**config.mk**
```make
export PLATFORM = sky130hd
export DESIGN_NAME = bds_ctrl
export DESIGN_NICKNAME = d
export VERILOG_FILES = /design/src/rtl/core/bds_pkg.sv /design/src/rtl/core/bds_ctrl.sv
export SDC_FILE = /design/constraint.sdc
export NUM_CORES = 1
export LEC_CHECK = 0
export ABC_AREA = 1
export BUFFER_PORTS_ARGS = -buffer_cell sky130_fd_sc_hd__clkbuf_2
export CORE_UTILIZATION = 50
export CTS_BUF_LIST = sky130_fd_sc_hd__clkbuf_4 sky130_fd_sc_hd__clkbuf_8 sky130_fd_sc_hd__clkbuf_16
export DETAILED_ROUTE_END_ITERATION = 10
export PLACE_DENSITY = 0.72
export REMOVE_ABC_BUFFERS = 1
export SLEW_MARGIN = 20
export SYNTH_ARGS = -nofsm -noshare
export SYNTH_HDL_FRONTEND = slang
export SYNTH_SLANG_ARGS = --single-unit
```
**constraint.sdc**
```tcl
create_clock -name aclk -period 2.98 [get_ports aclk]
set_clock_uncertainty 0.05 [all_clocks]
set_input_delay 0.596 -clock aclk [delete_from_list [all_inputs] [get_ports aclk]]
set_output_delay 0.596 -clock aclk [all_outputs]
set_load 0.03 [all_outputs]
```
**src/rtl/core/bds_pkg.sv**
```systemverilog
`timescale 1ns / 1ps

package bds_pkg;

    localparam int BLOCK_COLS   = 4;
    localparam int BLOCK_ROWS   = 8;
    localparam int SUM_SHIFT    = 5;
    localparam int SUM_W        = 13;
    localparam int PIX_W        = 8;
    localparam int ACC_W        = 3 * SUM_W;
    localparam int WIDTH_RESET  = 1024;
    localparam int HEIGHT_RESET = 4096;
    localparam int CFG_IDX_W    = 2;
    localparam int CFG_DATA_W   = 13;
    localparam int IMG_W_W      = 11;
    localparam int IMG_H_W      = 13;
    localparam int BCOL_W       = 8;
    localparam int BROW_W       = 9;

    typedef enum logic [CFG_IDX_W-1:0] {
        REG_IMAGE_WIDTH  = 2'd0,
        REG_IMAGE_HEIGHT = 2'd1
    } cfg_reg_t;

    // Per-pixel control that rides along with the request into the accumulator.
    typedef struct packed {
        logic              first;
        logic              emit;
        logic              row_end;
        logic              frame_end;
        logic [BCOL_W-1:0] block_col;
        logic [BROW_W-1:0] block_row;
    } bds_tag_t;

endpackage

```
**src/rtl/core/bds_ctrl.sv**
```systemverilog
`timescale 1ns / 1ps

module bds_ctrl import bds_pkg::*; #(
    parameter int MAX_WIDTH  = 1024,
    parameter int MAX_HEIGHT = 4096,
    parameter int AW         = 8
) (
    input  logic                  aclk,
    input  logic                  aresetn,
    input  logic                  cfg_valid,
    output logic                  cfg_ready,
    input  logic [CFG_IDX_W-1:0]  cfg_index,
    input  logic [CFG_DATA_W-1:0] cfg_data,
    input  logic                  pix_accept,
    output logic [AW-1:0]         pix_addr,
    output bds_tag_t              pix_tag
);

    localparam int CW = $clog2(MAX_WIDTH);
    localparam int RW = $clog2(MAX_HEIGHT);
    localparam int W_RST = (WIDTH_RESET > MAX_WIDTH) ? MAX_WIDTH : WIDTH_RESET;
    localparam int H_RST = (HEIGHT_RESET > MAX_HEIGHT) ? MAX_HEIGHT : HEIGHT_RESET;

    logic [CW-1:0] col_reg, col_next;
    logic [RW-1:0] row_reg, row_next;
    logic [CW-1:0] w_last_reg, w_last_next;
    logic [RW-1:0] h_last_reg, h_last_next;
    logic [IMG_W_W-1:0] w_val;
    logic [IMG_H_W-1:0] h_val;
    logic cfg_wr;
    logic last_col, last_row;

    assign cfg_ready = 1'b1;
    assign cfg_wr    = cfg_valid && cfg_ready;
    assign w_val     = cfg_data[IMG_W_W-1:0];
    assign h_val     = cfg_data[IMG_H_W-1:0];

    assign last_col = (col_reg == w_last_reg);
    assign last_row = (row_reg == h_last_reg);

    always_comb begin
        w_last_next = w_last_reg;
        h_last_next = h_last_reg;
        col_next    = col_reg;
        row_next    = row_reg;
        if (cfg_wr) begin
            col_next = '0;
            row_next = '0;
            unique case (cfg_index)
                REG_IMAGE_WIDTH: begin
                    // zero acts as one pixel, oversize as the maximum
                    if (w_val == '0) begin
                        w_last_next = '0;
                    end else if (int'(w_val) > MAX_WIDTH) begin
                        w_last_next = CW'(MAX_WIDTH - 1);
                    end else begin
                        w_last_next = CW'(int'(w_val) - 1);
                    end
                end
                REG_IMAGE_HEIGHT: begin
                    if (h_val == '0) begin
                        h_last_next = '0;
                    end else if (int'(h_val) > MAX_HEIGHT) begin
                        h_last_next = RW'(MAX_HEIGHT - 1);
                    end else begin
                        h_last_next = RW'(int'(h_val) - 1);
                    end
                end
                default: begin
                    col_next = col_reg;
                    row_next = row_reg;
                end
            endcase
        end else if (pix_accept) begin
            if (last_col) begin
                col_next = '0;
                row_next = last_row ? '0 : row_reg + RW'(1);
            end else begin
                col_next = col_reg + CW'(1);
            end
        end
    end

    always_ff @(posedge aclk) begin
        if (!aresetn) begin
            col_reg    <= '0;
            row_reg    <= '0;
            w_last_reg <= CW'(W_RST - 1);
            h_last_reg <= RW'(H_RST - 1);
        end else begin
            col_reg    <= col_next;
            row_reg    <= row_next;
            w_last_reg <= w_last_next;
            h_last_reg <= h_last_next;
        end
    end

    assign pix_addr = AW'(col_reg >> 2);

    always_comb begin
        pix_tag.first     = (row_reg[2:0] == '0) && (col_reg[1:0] == '0);
        pix_tag.emit      = ((col_reg[1:0] == 2'(BLOCK_COLS - 1)) || last_col) &&
                            ((row_reg[2:0] == 3'(BLOCK_ROWS - 1)) || last_row);
        pix_tag.row_end   = last_col;
        pix_tag.frame_end = last_col && last_row;
        pix_tag.block_col = BCOL_W'(col_reg >> 2);
        pix_tag.block_row = BROW_W'(row_reg >> 3);
    end

endmodule

```
After elaboration in Yosys (flattened, before gate mapping) --
Cells that the tools add are included.
Cells by class: magnitude comparators 2, $add $sub $neg 4, muxes and demuxes 13, reductions and logical operators 17, equal/unequal tests 6
Operators with widths (count):
- 12-bit 2-to-1 mux | 7
- 10-bit 2-to-1 mux | 6
- 13-bit greater-than comparator, second input constant | 1
- 13-bit logical NOT | 1
- 12-bit by 1-bit adder with 12-bit output, second input constant | 1
- 12-bit == test | 1
- 12-bit by 1-bit subtractor with 12-bit output, second input constant | 1
- 11-bit greater-than comparator, second input constant | 1
- 11-bit logical NOT | 1
- 10-bit by 1-bit adder with 10-bit output, second input constant | 1
- 10-bit == test | 1
- 10-bit by 1-bit subtractor with 10-bit output, second input constant | 1
- 2-bit AND reduction | 3
- 2-bit logical NOT | 2
- 2-bit nonzero test | 2
- 3-bit == test, second input constant | 1
- 1-bit logical AND | 3
- 3-bit logical NOT | 1
- 3-bit AND reduction | 1
- 2-bit by 1-bit == test with 1-bit output, second input constant | 1
- 2-bit == test, second input constant | 1
- 1-bit logical OR | 2
- 2-bit != test, second input constant | 1
- 2-bit OR reduction | 1
Storage, ports and cells: logic and storage cells 46, bits in registers 44, output and inout bits 30, bits of input ports 19

Logic depth before layout (Yosys ltp) --
depth in word-level cells 5, gate-level depth with buffers 13, gate-level depth less buffers 13

Worst setup path after synthesis --
Ideal clock, no wire load.
path kind register to output, from register row_reg[2], to output pix_tag[17] (netlist name), required time 2334 ps, setup slack 969 ps, path buffers 0, arrival time 1365 ps, cell stages (with the launch flop) 9, path through dfxtp_1 -> inv_1 -> nand2_1 -> nand2_1 -> nor2_1 -> nand2_1 -> nor2_2 -> nand2_2 -> nor2_1
RTL lines:
- start: declaration | line bds_ctrl.sv:25 | logic [RW-1:0] row_reg, row_next;
- start signal: assignment | line bds_ctrl.sv:92 | row_reg <= row_next;
- end: declaration | line bds_ctrl.sv:16 | output bds_tag_t pix_tag

==> impl_results.md <==
* Reg-to-reg slack, setup at 1.26 ns
* Ys flop type: dfxtp_1
* Max-cap violations at 0
* Port bufs at 47
* Largest cells by area after synthesis: dfxtp_1 (28%), nand2_1 (21%), buf_4 (6.7%)
* Most frequent cell after synthesis: nand2_1
* VDD IR max at 0.000234 V
* Global-route wire length before repair at 11.5 mm
* Routed wire per std cell at 11.8 um
* Cell taking the most area after synthesis: dfxtp_1
* Via count at 2844
* Share of post-route cells with drive strength above 1 at 0.191
* Die X at 81.1 um
* Final setup TNS at 0 ns
* Resize count post-CTS at 0
* Post-Place Cell Area at 3220 um2
* Hold buffers post-CTS at 0
* Pins over their slew limit at 0
* Post-route ant nets at 0
* Clock tree buffer depth at 2
* Final nets at 532
* GPL Wtd Cong at 0.938
* Reg2reg start: row_reg[0]
* CP Class: reg2out
* Final Hold Viols at 0
* HP Class: reg2reg
* Crit path capture type: output port
* Fmax at 0.409 GHz
* Critical path arrival at 1.80 ns
* Final min period at 2.45 ns
* Sequential area share after synthesis at 0.281
* Seq cells post-synth at 44
* Antenna violations before repair at 0
* Status: finished, final reports clean
* Post-synth top cells: nand2_1 (178), inv_1 (50), dfxtp_1 (44)
* Die span in y at 81.1 um
* Data required, critical path at 2.33 ns
* I/O Pins at 49
* Max stage delay on crit path at 0.38 ns
* WL final at 6.87 mm
* Site Rows at 28
* TritonCTS Buffers at 5
* Hold depth at 2
* Crit-path max FO at 9
* Setup repair after global routing missed its margin: no
* Final Setup Violations at 0
* Die area at 6580 um2
* Finished Cell Area at 3340 um2
* Largest net degree at the start of global routing at 26
* Avg Inst Size Synth at 6.43 um2
* Post-Place Cells at 575
* Vias in the first global route at 2546
* YS warnings at 0
* Area growth syn-to-layout at 6.79%
* Mapped Cells at 487
* Core area at 5990 um2
* Drt via density at 4.89
* Share of flip-flops with an asynchronous set or reset at 0
* Area of the mapped netlist at 3130 um2
* P per Cell Area at 395 nW/um2
* R2R Path End: row_reg[8]
* Synth unique cells at 39
* Worst setup SP type: flip-flop
* Grt ovf at 0
* EDFF count, synth at 0
* Most used cell, CP: nand2_1
* CTS tree: done
* Drt drc at 0
* Hold endpoint: row_reg[1]
* R2r worst-path depth at 12
* Starting density of the core at 0.523
* Post-DP HPWL at 5.39 mm
* Final core occ at 0.558
* Hold path startpoint: row_reg[1]
* Clk sinks at 44
* Worst-path cell chain: inv_1 -> nand2_1 -> nand2_1 -> nor2_1 -> nand2_1 -> nor2_2 -> nand2_2 -> nand2_1 -> o21ai_0 -> inv_1 -> clkbuf_2
* Crit share post-route at 0.821
* Detailed-router iteration count before antenna repair at 4
* Total global-route track usage at 0.226
* Slowest-stage cell, CP: dfxtp_1
* Yosys top cell area share at 0.281
* CTS H-tree lvls at 2
* Leakage at 1.65 nW
* CTS Root Cell: clkbuf_8
* Final std cells w/o fill at 582
* ANT cells at 0
* Setup bufs post-CTS at 0
* Clock Latency Late Sink at 0.30 ns
* Violation count after the first detailed-route iteration at 148
* Reg clk slew, reported paths at 0.09 ns
cell type report:
type | count | area, um2
fillers | 594 | 2650
multi-input cells | 344 | 1750
flip-flops and latches | 44 | 881
inverters | 65 | 251
repair buffers | 47 | 235
well taps | 75 | 93.8
clock buffers | 5 | 68.8
clock inverters | 2 | 60.1
worst max path at each step:
stage                 from        endpoint  cells past startpoint
2_1_floorplan   col_reg[5]     pix_tag[19]                      8
3_3_place_gp    row_reg[2]     pix_tag[19]                     11
4_1_cts         row_reg[1]     pix_tag[19]                     11
5_1_grt         row_reg[3]     pix_tag[19]                     11
6_report        row_reg[1]     pix_tag[19]                     11
3_5_place_dp   cfg_data[0]  h_last_reg[10]                     14
placed cells by master, fill, tap and decap left out, types with 6 or more instances in the layout:
cell,synthesis,layout
xnor2_1,10,10
a21oi_1,27,27
dfxtp_1,44,44
inv_1,50,50
xor2_1,10,10
inv_2,13,13
nor2_1,41,41
clkbuf_2,0,47
nand3_1,18,18
nand2_1,178,178
ha_1,6,6
nor2_2,7,7
nor3_1,7,7
o21ai_0,6,6
metrics by stage:
step	hold WS, ns	setup slack, ns	total power [mW]
5_1_grt	0.468	0.325	1.38
3_5_place_dp	0.429	0.865	0.803
2_1_floorplan	0.404	0.305	0.749
6_report	0.441	0.534	1.32
3_3_place_gp	0.424	0.884	0.799
4_1_cts	0.443	0.504	1.34
metal layers:
| metal | wire length [um] | up-vias | track usage | part of all wire |
|---|---|---|---|---|
| li1 | - | 1510 | - | - |
| met1 | 3220 | 1271 | 0.289 | 0.47 |
| met2 | 3300 | 59 | 0.402 | 0.48 |
| met4 | 72 | 0 | 0.0589 | 0.010 |
| met3 | 281 | 4 | 0.0236 | 0.041 |
| met5 | 0 | - | 0 | 0 |
worst max-delay path: cells and delay by family, from the launching register on:
family,cells,cell delay (ns)
AND/OR/NAND/NOR,7,0.69
AO/OA/AOI/OAI,1,0.07
buffers and inverters,3,0.37
flip-flops,1,0.38
kinds of logic after synthesis:
kind of cell | count (synthesis) | share of synthesized area
AOI/OAI and AO/OA | 42 | 0.0787
adders and majority gates | 6 | 0.0240
xor gates and xnor gates | 20 | 0.0559
and+or+nand+nor | 275 | 0.400
other | 1 | 0.00120
DFF | 44 | 0.281
buffers and inverters | 99 | 0.159
power breakdown:
group	internal, mW	switching, mW
clock	0.330	0.202
combinational	0.0579	0.112
sequential	0.604	0.0156
Power figures use the tool's default switching activity.
